<file path="src/design/ofr_pkg.sv">
`timescale 1ns / 1ps
// ----------------------------------------------------------------------------
// Obfuscated frame receiver package
// Shared constants, codes, types, the XOR key table and the CRC byte update.
// ----------------------------------------------------------------------------
package ofr_pkg;

    localparam logic [7:0] START0_BYTE = 8'hAB;
    localparam logic [7:0] START1_BYTE = 8'hCD;
    localparam logic [7:0] FOOT0_BYTE  = 8'hDC;
    localparam logic [7:0] FOOT1_BYTE  = 8'hBA;
    localparam logic [16:0] FRAME_OVERHEAD = 17'd8;

    localparam int QUEUE_DEPTH_DEFAULT = 4;

    localparam logic [1:0] CFG_BUFFER_SIZE   = 2'd0;
    localparam logic [1:0] CFG_DEOBF_ENABLE  = 2'd1;
    localparam logic [1:0] CFG_CRC_POLY      = 2'd2;
    localparam logic [1:0] CFG_CRC_INIT      = 2'd3;

    localparam logic [15:0] RST_BUFFER_SIZE  = 16'd256;
    localparam logic        RST_DEOBF_ENABLE = 1'b1;
    localparam logic [15:0] RST_CRC_POLY     = 16'h1021;
    localparam logic [15:0] RST_CRC_INIT     = 16'h0000;

    localparam logic [2:0] KIND_PAYLOAD    = 3'd0;
    localparam logic [2:0] KIND_GOOD       = 3'd1;
    localparam logic [2:0] KIND_CRC_BAD    = 3'd2;
    localparam logic [2:0] KIND_FOOTER_BAD = 3'd3;
    localparam logic [2:0] KIND_TOO_LARGE  = 3'd4;

    typedef enum logic [1:0] {
        OP_PAYLOAD   = 2'd0,
        OP_TOO_LARGE = 2'd1,
        OP_FOOT_BAD  = 2'd2,
        OP_CHECK     = 2'd3
    } op_t;

    typedef struct packed {
        op_t         op;
        logic [15:0] data;
        logic [15:0] index;
        logic [15:0] size;
    } op_entry_t;

    typedef struct packed {
        logic [15:0] buffer_size;
        logic        deobf_enable;
        logic [15:0] crc_poly;
        logic [15:0] crc_init;
    } cfg_t;

    function automatic logic [7:0] xor_key(input logic [3:0] pos);
        logic [7:0] k;
        case (pos)
            4'd0:    k = 8'h16;
            4'd1:    k = 8'h6C;
            4'd2:    k = 8'h14;
            4'd3:    k = 8'hE6;
            4'd4:    k = 8'h2E;
            4'd5:    k = 8'h91;
            4'd6:    k = 8'h0D;
            4'd7:    k = 8'h40;
            4'd8:    k = 8'h21;
            4'd9:    k = 8'h35;
            4'd10:   k = 8'hD5;
            4'd11:   k = 8'h40;
            4'd12:   k = 8'h13;
            4'd13:   k = 8'h03;
            4'd14:   k = 8'hE9;
            default: k = 8'h80;
        endcase
        return k;
    endfunction

    function automatic logic [15:0] crc_byte(input logic [15:0] crc_in,
                                             input logic [7:0]  data,
                                             input logic [15:0] poly);
        logic [15:0] c;
        c = crc_in ^ {data, 8'h00};
        for (int i = 0; i < 8; i++) begin
            if (c[15])
                c = {c[14:0], 1'b0} ^ poly;
            else
                c = {c[14:0], 1'b0};
        end
        return c;
    endfunction

endpackage

</file>
<file path="src/design/ofr_rx_if.sv">
`timescale 1ns / 1ps
// ----------------------------------------------------------------------------
// Receive byte channel
// Valid/ready channel carrying one received byte per beat.
// ----------------------------------------------------------------------------
interface ofr_rx_if;
    logic       valid;
    logic       ready;
    logic [7:0] rx_byte;

    modport source (output valid, output rx_byte, input ready);
    modport sink (input valid, input rx_byte, output ready);
endinterface

</file>
<file path="src/design/ofr_res_if.sv">
`timescale 1ns / 1ps
// ----------------------------------------------------------------------------
// Result channel
// Valid/ready channel carrying one payload byte or frame status per beat.
// ----------------------------------------------------------------------------
interface ofr_res_if;
    logic        valid;
    logic        ready;
    logic [2:0]  kind;
    logic [7:0]  data_byte;
    logic [15:0] byte_index;
    logic [15:0] frame_size;
    logic        last;

    modport source (output valid, output kind, output data_byte, output byte_index,
                    output frame_size, output last, input ready);
    modport sink (input valid, input kind, input data_byte, input byte_index,
                  input frame_size, input last, output ready);
endinterface

</file>
<file path="src/design/ofr_front.sv">
`timescale 1ns / 1ps
// ----------------------------------------------------------------------------
// Frame parser
// Hunts for the start pair, tracks the frame layout, removes the XOR key and
// queues payload, status and check operations for the back end.
// ----------------------------------------------------------------------------
module ofr_front (
    input  logic               clk,
    input  logic               rst_n,
    input  ofr_pkg::cfg_t      cfg,
    input  logic               rx_valid,
    input  logic [7:0]         rx_byte,
    output logic               rx_ready,
    input  logic               queue_full,
    output logic               push_valid,
    output ofr_pkg::op_entry_t push_entry
);
    import ofr_pkg::*;

    localparam logic [2:0] PH_HUNT      = 3'd0;
    localparam logic [2:0] PH_GOT_AB    = 3'd1;
    localparam logic [2:0] PH_SIZE_LO   = 3'd2;
    localparam logic [2:0] PH_SIZE_HI   = 3'd3;
    localparam logic [2:0] PH_BODY      = 3'd4;
    localparam logic [2:0] PH_FOOT0     = 3'd5;
    localparam logic [2:0] PH_FOOT1_OK  = 3'd6;
    localparam logic [2:0] PH_FOOT1_BAD = 3'd7;

    logic [2:0]  phase_reg, phase_next;
    logic [15:0] count_reg, count_next;
    logic [15:0] size_reg, size_next;
    logic [15:0] crc_rx_reg, crc_rx_next;
    logic        accept;
    logic [7:0]  plain_byte;
    logic [15:0] new_size;

    assign rx_ready   = !queue_full;
    assign accept     = rx_valid && rx_ready;
    assign plain_byte = rx_byte ^ (cfg.deobf_enable ? xor_key(count_reg[3:0]) : 8'h00);
    assign new_size   = {rx_byte, size_reg[7:0]};

    always_comb
    begin
        phase_next  = phase_reg;
        count_next  = count_reg;
        size_next   = size_reg;
        crc_rx_next = crc_rx_reg;
        push_valid  = 1'b0;
        push_entry.op    = OP_PAYLOAD;
        push_entry.data  = {8'h00, plain_byte};
        push_entry.index = count_reg;
        push_entry.size  = size_reg;
        if (accept)
        begin
            unique case (phase_reg)
                PH_HUNT:
                begin
                    if (rx_byte == START0_BYTE)
                        phase_next = PH_GOT_AB;
                end
                PH_GOT_AB:
                begin
                    if (rx_byte == START1_BYTE)
                        phase_next = PH_SIZE_LO;
                    else if (rx_byte != START0_BYTE)
                        phase_next = PH_HUNT;
                end
                PH_SIZE_LO:
                begin
                    size_next  = {8'h00, rx_byte};
                    phase_next = PH_SIZE_HI;
                end
                PH_SIZE_HI:
                begin
                    size_next = new_size;
                    if ({1'b0, new_size} + FRAME_OVERHEAD > {1'b0, cfg.buffer_size})
                    begin
                        push_valid      = 1'b1;
                        push_entry.op   = OP_TOO_LARGE;
                        push_entry.size = new_size;
                        phase_next      = PH_HUNT;
                    end
                    else
                    begin
                        count_next  = 16'd0;
                        crc_rx_next = 16'd0;
                        phase_next  = PH_BODY;
                    end
                end
                PH_BODY:
                begin
                    if (count_reg < size_reg)
                    begin
                        push_valid = 1'b1;
                        count_next = count_reg + 16'd1;
                    end
                    else if (count_reg == size_reg)
                    begin
                        crc_rx_next = {8'h00, plain_byte};
                        count_next  = count_reg + 16'd1;
                    end
                    else
                    begin
                        crc_rx_next = {plain_byte, crc_rx_reg[7:0]};
                        phase_next  = PH_FOOT0;
                    end
                end
                PH_FOOT0:
                begin
                    phase_next = (rx_byte == FOOT0_BYTE) ? PH_FOOT1_OK : PH_FOOT1_BAD;
                end
                PH_FOOT1_OK, PH_FOOT1_BAD:
                begin
                    push_valid      = 1'b1;
                    push_entry.data = crc_rx_reg;
                    if (phase_reg == PH_FOOT1_OK && rx_byte == FOOT1_BYTE)
                        push_entry.op = OP_CHECK;
                    else
                        push_entry.op = OP_FOOT_BAD;
                    phase_next = PH_HUNT;
                end
                default:
                begin
                    phase_next = PH_HUNT;
                end
            endcase
        end
    end

    always_ff @(posedge clk or negedge rst_n)
    begin
        if (!rst_n)
        begin
            phase_reg  <= PH_HUNT;
            count_reg  <= 16'd0;
            size_reg   <= 16'd0;
            crc_rx_reg <= 16'd0;
        end
        else
        begin
            phase_reg  <= phase_next;
            count_reg  <= count_next;
            size_reg   <= size_next;
            crc_rx_reg <= crc_rx_next;
        end
    end

endmodule

</file>
<file path="src/design/ofr_queue.sv">
`timescale 1ns / 1ps
// ----------------------------------------------------------------------------
// Operation queue
// Short first-in first-out buffer between the parser and the back end.
// ----------------------------------------------------------------------------
module ofr_queue #(
    parameter int DEPTH = ofr_pkg::QUEUE_DEPTH_DEFAULT
) (
    input  logic               clk,
    input  logic               rst_n,
    input  logic               push,
    input  ofr_pkg::op_entry_t push_entry,
    output logic               full,
    input  logic               pop,
    output logic               empty,
    output ofr_pkg::op_entry_t head_entry
);
    import ofr_pkg::*;

    localparam int PTR_W = (DEPTH > 1) ? $clog2(DEPTH) : 1;
    localparam int CNT_W = $clog2(DEPTH + 1);
    localparam logic [PTR_W-1:0] PTR_LAST = PTR_W'(DEPTH - 1);

    op_entry_t        mem_reg [DEPTH];
    logic [PTR_W-1:0] head_reg, head_next;
    logic [PTR_W-1:0] tail_reg, tail_next;
    logic [CNT_W-1:0] count_reg, count_next;

    assign full       = (count_reg == CNT_W'(DEPTH));
    assign empty      = (count_reg == '0);
    assign head_entry = mem_reg[head_reg];

    always_comb
    begin
        head_next  = head_reg;
        tail_next  = tail_reg;
        count_next = count_reg;
        if (push)
            tail_next = (tail_reg == PTR_LAST) ? '0 : tail_reg + 1'b1;
        if (pop)
            head_next = (head_reg == PTR_LAST) ? '0 : head_reg + 1'b1;
        case ({push, pop})
            2'b10:   count_next = count_reg + 1'b1;
            2'b01:   count_next = count_reg - 1'b1;
            default: count_next = count_reg;
        endcase
    end

    always_ff @(posedge clk)
    begin
        if (push)
            mem_reg[tail_reg] <= push_entry;
    end

    always_ff @(posedge clk or negedge rst_n)
    begin
        if (!rst_n)
        begin
            head_reg  <= '0;
            tail_reg  <= '0;
            count_reg <= '0;
        end
        else
        begin
            head_reg  <= head_next;
            tail_reg  <= tail_next;
            count_reg <= count_next;
        end
    end

endmodule

</file>
<file path="src/design/ofr_back.sv">
`timescale 1ns / 1ps
// ----------------------------------------------------------------------------
// Result stage
// Runs the payload CRC, decides the frame status and holds the result beat.
// ----------------------------------------------------------------------------
module ofr_back (
    input  logic               clk,
    input  logic               rst_n,
    input  ofr_pkg::cfg_t      cfg,
    input  logic               queue_empty,
    input  ofr_pkg::op_entry_t head_entry,
    output logic               pop,
    ofr_res_if.source          res
);
    import ofr_pkg::*;

    logic        out_valid_reg;
    logic [2:0]  kind_reg, kind_next;
    logic [7:0]  data_reg, data_next;
    logic [15:0] index_reg, index_next;
    logic [15:0] size_reg;
    logic        last_reg, last_next;
    logic [15:0] crc_reg, crc_next;
    logic        fresh_reg, fresh_next;
    logic [15:0] crc_base;

    assign pop      = !queue_empty && (!out_valid_reg || res.ready);
    assign crc_base = fresh_reg ? cfg.crc_init : crc_reg;

    always_comb
    begin
        crc_next   = crc_reg;
        fresh_next = fresh_reg;
        kind_next  = KIND_PAYLOAD;
        data_next  = 8'h00;
        index_next = 16'd0;
        last_next  = 1'b1;
        unique case (head_entry.op)
            OP_PAYLOAD:
            begin
                crc_next   = crc_byte(crc_base, head_entry.data[7:0], cfg.crc_poly);
                fresh_next = 1'b0;
                kind_next  = KIND_PAYLOAD;
                data_next  = head_entry.data[7:0];
                index_next = head_entry.index;
                last_next  = 1'b0;
            end
            OP_TOO_LARGE:
            begin
                fresh_next = 1'b1;
                kind_next  = KIND_TOO_LARGE;
            end
            OP_FOOT_BAD:
            begin
                fresh_next = 1'b1;
                kind_next  = KIND_FOOTER_BAD;
            end
            OP_CHECK:
            begin
                fresh_next = 1'b1;
                kind_next  = (crc_base != head_entry.data) ? KIND_CRC_BAD : KIND_GOOD;
            end
            default:
            begin
                fresh_next = 1'b1;
            end
        endcase
    end

    always_ff @(posedge clk or negedge rst_n)
    begin
        if (!rst_n)
        begin
            out_valid_reg <= 1'b0;
            fresh_reg     <= 1'b1;
            crc_reg       <= 16'd0;
        end
        else
        begin
            if (pop)
            begin
                out_valid_reg <= 1'b1;
                fresh_reg     <= fresh_next;
                crc_reg       <= crc_next;
            end
            else if (res.ready)
            begin
                out_valid_reg <= 1'b0;
            end
        end
    end

    always_ff @(posedge clk)
    begin
        if (pop)
        begin
            kind_reg  <= kind_next;
            data_reg  <= data_next;
            index_reg <= index_next;
            size_reg  <= head_entry.size;
            last_reg  <= last_next;
        end
    end

    assign res.valid      = out_valid_reg;
    assign res.kind       = kind_reg;
    assign res.data_byte  = data_reg;
    assign res.byte_index = index_reg;
    assign res.frame_size = size_reg;
    assign res.last       = last_reg;

endmodule

</file>
<file path="src/design/obfuscated_frame_receiver.sv">
`timescale 1ns / 1ps
// ----------------------------------------------------------------------------
// Obfuscated frame receiver
// Parses start pair, size, keyed payload, CRC and footer from a byte stream
// and reports each payload byte and one status per frame.
// ----------------------------------------------------------------------------
// Channel  Direction  Beat contents
// rx       in         rx_byte
// res      out        kind, data_byte, byte_index, frame_size, last
// cfg      in         cfg_we, cfg_index, cfg_wdata (write only)
//
// One byte is accepted every cycle while the operation queue has room.
// Each entry passes through the operation queue and then the output register;
// the back end applies the byte-wide CRC update as it pops each payload byte.
// A stall on res fills the queue, after which rx is held off.
// Reset clears the parser, the queue and the output stage at once.
// ----------------------------------------------------------------------------
module obfuscated_frame_receiver #(
    parameter int QUEUE_DEPTH = ofr_pkg::QUEUE_DEPTH_DEFAULT
) (
    input  logic        clk,
    input  logic        rst_n,
    ofr_rx_if.sink      rx,
    ofr_res_if.source   res,
    input  logic        cfg_we,
    input  logic [1:0]  cfg_index,
    input  logic [15:0] cfg_wdata
);
    import ofr_pkg::*;

    cfg_t      cfg_reg, cfg_next;
    logic      queue_full;
    logic      queue_empty;
    logic      push_valid;
    logic      pop;
    op_entry_t push_entry;
    op_entry_t head_entry;

    always_comb
    begin
        cfg_next = cfg_reg;
        if (cfg_we)
        begin
            unique case (cfg_index)
                CFG_BUFFER_SIZE:  cfg_next.buffer_size  = cfg_wdata;
                CFG_DEOBF_ENABLE: cfg_next.deobf_enable = cfg_wdata[0];
                CFG_CRC_POLY:     cfg_next.crc_poly     = cfg_wdata;
                CFG_CRC_INIT:     cfg_next.crc_init     = cfg_wdata;
                default:          cfg_next = cfg_reg;
            endcase
        end
    end

    always_ff @(posedge clk or negedge rst_n)
    begin
        if (!rst_n)
        begin
            cfg_reg.buffer_size  <= RST_BUFFER_SIZE;
            cfg_reg.deobf_enable <= RST_DEOBF_ENABLE;
            cfg_reg.crc_poly     <= RST_CRC_POLY;
            cfg_reg.crc_init     <= RST_CRC_INIT;
        end
        else
        begin
            cfg_reg <= cfg_next;
        end
    end

    ofr_front u_front (
        .clk        (clk),
        .rst_n      (rst_n),
        .cfg        (cfg_reg),
        .rx_valid   (rx.valid),
        .rx_byte    (rx.rx_byte),
        .rx_ready   (rx.ready),
        .queue_full (queue_full),
        .push_valid (push_valid),
        .push_entry (push_entry)
    );

    ofr_queue #(
        .DEPTH (QUEUE_DEPTH)
    ) u_queue (
        .clk        (clk),
        .rst_n      (rst_n),
        .push       (push_valid),
        .push_entry (push_entry),
        .full       (queue_full),
        .pop        (pop),
        .empty      (queue_empty),
        .head_entry (head_entry)
    );

    ofr_back u_back (
        .clk         (clk),
        .rst_n       (rst_n),
        .cfg         (cfg_reg),
        .queue_empty (queue_empty),
        .head_entry  (head_entry),
        .pop         (pop),
        .res         (res)
    );

endmodule
</file>
<file path="src/flat_wrapper.sv">
// flat-port wrapper written by rule: the top's interface ports become plain ports
module obfuscated_frame_receiver_flat import ofr_pkg::*;
#(
    parameter int QUEUE_DEPTH = ofr_pkg::QUEUE_DEPTH_DEFAULT
)
  (clk, rst_n, cfg_we, cfg_index, cfg_wdata, rx_valid, rx_rx_byte, rx_ready, res_valid, res_kind, res_data_byte, res_byte_index, res_frame_size, res_last, res_ready);
  ofr_rx_if rx_i ();
  ofr_res_if res_i ();
  input  logic clk;
  input  logic rst_n;
  input  logic cfg_we;
  input  logic [1:0] cfg_index;
  input  logic [15:0] cfg_wdata;
  input wire logic [$bits(rx_i.valid)-1:0] rx_valid;
  input wire logic [$bits(rx_i.rx_byte)-1:0] rx_rx_byte;
  output wire logic [$bits(rx_i.ready)-1:0] rx_ready;
  output wire logic [$bits(res_i.valid)-1:0] res_valid;
  output wire logic [$bits(res_i.kind)-1:0] res_kind;
  output wire logic [$bits(res_i.data_byte)-1:0] res_data_byte;
  output wire logic [$bits(res_i.byte_index)-1:0] res_byte_index;
  output wire logic [$bits(res_i.frame_size)-1:0] res_frame_size;
  output wire logic [$bits(res_i.last)-1:0] res_last;
  input wire logic [$bits(res_i.ready)-1:0] res_ready;
  assign rx_i.valid = rx_valid;
  assign rx_i.rx_byte = rx_rx_byte;
  assign rx_ready = rx_i.ready;
  assign res_valid = res_i.valid;
  assign res_kind = res_i.kind;
  assign res_data_byte = res_i.data_byte;
  assign res_byte_index = res_i.byte_index;
  assign res_frame_size = res_i.frame_size;
  assign res_last = res_i.last;
  assign res_i.ready = res_ready;
  obfuscated_frame_receiver #(.QUEUE_DEPTH(QUEUE_DEPTH)) u_core (.clk(clk), .rst_n(rst_n), .rx(rx_i), .res(res_i), .cfg_we(cfg_we), .cfg_index(cfg_index), .cfg_wdata(cfg_wdata));
endmodule
</file>
<file path="config.mk">
export PLATFORM = sky130hd
export DESIGN_NAME = obfuscated_frame_receiver_flat
export DESIGN_NICKNAME = d
export VERILOG_FILES = /design/src/design/ofr_pkg.sv /design/src/design/ofr_rx_if.sv /design/src/design/ofr_res_if.sv /design/src/design/ofr_front.sv /design/src/design/ofr_queue.sv /design/src/design/ofr_back.sv /design/src/design/obfuscated_frame_receiver.sv /design/src/flat_wrapper.sv
export SDC_FILE = /design/constraint.sdc
export NUM_CORES = 1
export LEC_CHECK = 0
export BUFFER_PORTS_ARGS = -buffer_cell sky130_fd_sc_hd__buf_2
export CAP_MARGIN = 25
export CELL_PAD_IN_SITES_DETAIL_PLACEMENT = 0
export CELL_PAD_IN_SITES_GLOBAL_PLACEMENT = 2
export CORE_ASPECT_RATIO = 0.6
export CORE_UTILIZATION = 25
export DETAILED_ROUTE_END_ITERATION = 12
export GPL_ROUTABILITY_DRIVEN = 0
export PLACE_DENSITY_LB_ADDON = 0.1
export RECOVER_POWER = 25
export SETUP_SLACK_MARGIN = 0.5
export SKIP_LAST_GASP = 1
export SYNTH_ARGS = -nofsm -noshare
export SYNTH_HDL_FRONTEND = slang
export SYNTH_SLANG_ARGS = --single-unit
</file>
<file path="constraint.sdc">
create_clock -name clk -period 6 [get_ports clk]
set_clock_uncertainty 0.15 [all_clocks]
set_input_delay 1.2 -clock clk [delete_from_list [all_inputs] [get_ports clk]]
set_output_delay 1.2 -clock clk [all_outputs]
set_load 0.02 [all_outputs]
</file>
==> results by group <==
Routing
  • WL/cell: 20.9 um
  • DR vias: 11,000
  • Antenna viol nets, final: 0
  • Initial DRC count: 698
  • DRC viols: 0
  • Vias per cell: 4.48
  • Top sig layer: met4
  • Total routed wirelength: 51,200 um
  • Met3 WL post-DR: 2520 um
  • Met2 WL: 19,300 um
  • Pre-antenna DRT Iters: 5
  • DRT met1 WL: 28,700 um

CTS
  • Clk_lat worst skew: 550 ps
  • Post-CTS Hold Buffers: 0
  • Clock Sink Count: 369
  • Clock slew at reported path FFs: 70 ps
  • Root Driver: clkbuf_16
  • Clock Tree Buf Depth: 3
  • Post_cts resized: 0
  • TritonCTS Buffers: 39
  • H-tree levels: 2
  • TritonCTS clock tree: done
  • Post-CTS Repair Setup Buffers: 0

Final layout
  • Most frequent cells in the layout: edfxtp_1 (244), nand2_1 (213), xnor2_1 (122)
  • Commonest non-fill, non-tap cell in the layout: edfxtp_1
  • Syn-to-layout area delta: 16.7%
  • Ratio of cells with drive above 1 in the final layout: 19.7%
  • Max reg flops: 200
  • Final net count: 1,565
  • Layout filler cell count: 7,148

Hold path
  • End of the worst hold path: u_core.u_front.crc_rx_reg[13]
  • Worst Hold Launch: u_core.u_front.crc_rx_reg[13]
  • Hold Path Stages: 2
  • Min-delay worst type: register to register

Global routing
  • Vias in the first global route: 11,200
  • GRT overflow: 0
  • Total GRT Usage: 14.2%
  • First-pass GRT wire length: 76,900 um
  • Largest net degree at the start of global routing: 68
  • Initial antenna violation count: 0

Timing
  • Tmin final: 5140 ps
  • Setup TNS: 0 ps
  • Slew @ Worst Pin: 3840 ps
  • Fin Hold WS: 325 ps
  • Final hold viol count: 0
  • Slew headroom: -156%
  • PnR worst setup slack: 858 ps
  • Pins over their slew limit: 68
  • Fin crit share: 85.7%
  • F_max: 194 MHz
  • Final setup fails: 0
  • RSZ-0062 raised after global routing: false

Floorplanning
  • IO Pins: 77
  • Starting Density: 25.5%
  • # rows: 75
  • Die H: 209 um
  • Die ar.: 0.0728 mm^2
  • Die W: 348 um
  • Core ar.: 0.0704 mm^2

Yosys
  • Synth Instances: 1,402
  • Most frequently used flop master after synthesis: edfxtp_1
  • Largest area contributor in the netlist: edfxtp_1
  • Post-synthesis register bit count: 369
  • Yosys top cell area share: 40.9%
  • Most area-consuming cells after synthesis: edfxtp_1 (41%), dfrtp_1 (17%), mux4_2 (6.7%)
  • EDFF count, synth: 244
  • Synthesized area per cell: 12.8 um^2
  • Syn Nets: 1,478
  • Netlist Area Pre-Place: 0.0179 mm^2
  • Sequential element share of the synthesized area: 58.4%
  • Unique masters post-synth: 69
  • Syn. warnings: 0
  • Asr flop ratio synth: 33.9%

Placed design
  • # port buffers: 76
  • Dpl hpwl: 37,500 um
  • Setup WS pre-CTS: 680 ps

Worst setup path
  • Critical Path Slowest Stage Cell: clkbuf_1
  • Buffers and inverters on the worst path: 3
  • Worst reg2reg endpoint: u_core.u_queue.mem_reg[3][48]
  • Worst R2R Path Depth: 16
  • Setup CP Type: register to register
  • Startpoint Class: register
  • Critical path origin: u_core.u_front.count_reg[2]
  • CP peak stage delay: 770 ps
  • Crit end category: register
  • FF-to-FF setup slack: 860 ps
  • Crit Path Max Fanout: 24
  • Crit-path most repeated cell: o21a_1
  • Arr. time, crit path: 5240 ps
  • CP top delay family: compound AO/OA/AOI/OAI gates
  • FF-to-FF Start: u_core.u_front.count_reg[2]
  • Critical-path cell list: clkbuf_1, ha_1, o21a_1, o21a_1, o21a_1, o21ai_0, nand2b_1, a21oi_1, nor2b_1, o21ai_0, o2111ai_1, inv_1, a21oi_1, nor2_1, and2_2, buf_12
  • CP required: 6100 ps

Run status
  • Failing checks: max-capacitance violations, max-slew violations
  • Status: finished, violations left

Flow run
  • MaxCap Viol Count: 1
[logic make-up after synthesis]
family                   count (synthesis)  synth area share, %
AND/OR/NAND/NOR                        406                 10.5
multiplexers                           117                 10.6
buffers and inverters                  124                 2.79
XOR/XNOR                               164                 8.42
AO/OA/AOI/OAI                          177                 6.21
flip-flops                             369                 58.4
adder cells (fa/ha/maj)                 45                 3.18
[cells in the mapped netlist (15+ instances only)]
master and instances:
edfxtp_1 244, nand2_1 213, xnor2_1 122, dfrtp_1 119, o21ai_0 62, mux4_2 53
inv_1 52, clkbuf_1 50, mux2_2 46, ha_1 44, nor2_1 44, and2_1 41
xor2_1 34, nand3_1 30, a21oi_1 27, o31ai_1 19, mux2i_1 18, o21ai_1 18
and3_1 16, nand4_1 15
[through the flow]
| step | instance area, um^2 | cells | util [%] |
|---|---|---|---|
| final | 20900 | 2446 | 29.7 |
| after global routing | 20900 | 2444 | 29.7 |
| after CTS | 20900 | 2442 | 29.7 |
| after detailed placement | 19600 | 2370 | 27.8 |
| after global placement | 19600 | 2369 | 27.8 |
| after floorplan | 17900 | 1402 | - |
[worst max path at each step]
stage | end | slack [ps] | cells past startpoint
6_report | u_core.u_queue.mem_reg[3][48] | 860 | 16
5_1_grt | u_core.u_queue.mem_reg[3][30] | 490 | 16
4_1_cts | u_core.u_back.crc_reg[6] | 940 | 16
3_5_place_dp | u_core.u_queue.mem_reg[3][48] | 680 | 17
3_3_place_gp | u_core.u_queue.mem_reg[3][48] | 740 | 17
2_1_floorplan | u_core.u_queue.mem_reg[0][0] | 690 | 16
[worst min-delay path, cell delays in order (launching register included)]
cell and delay, ps:
dfrtp_1 330, nand2_1 50, o31ai_1 60
[layout make-up]
type / count / area (um^2) / area share [%]
clock buffer: 52 / 1090 / 5.20
clock inverter: 20 / 253 / 1.21
multi-input combinational: 909 / 6980 / 33.4
antenna: 2 / 5.00 / 0.0239
timing repair buffer: 116 / 772 / 3.69
tap: 924 / 1160 / 5.53
sequential: 369 / 10500 / 50.0
inverter: 54 / 203 / 0.969
[metal layers]
layer	vias up	GRT usage (%)
li1	5204	-
met1	5527	23.6
met2	176	18.4
met3	51	3.17
met4	0	2.28
met5	-	0
Power is not shown: default switching activity piles up to over one toggle a cycle in this logic, so the estimate is an artifact.
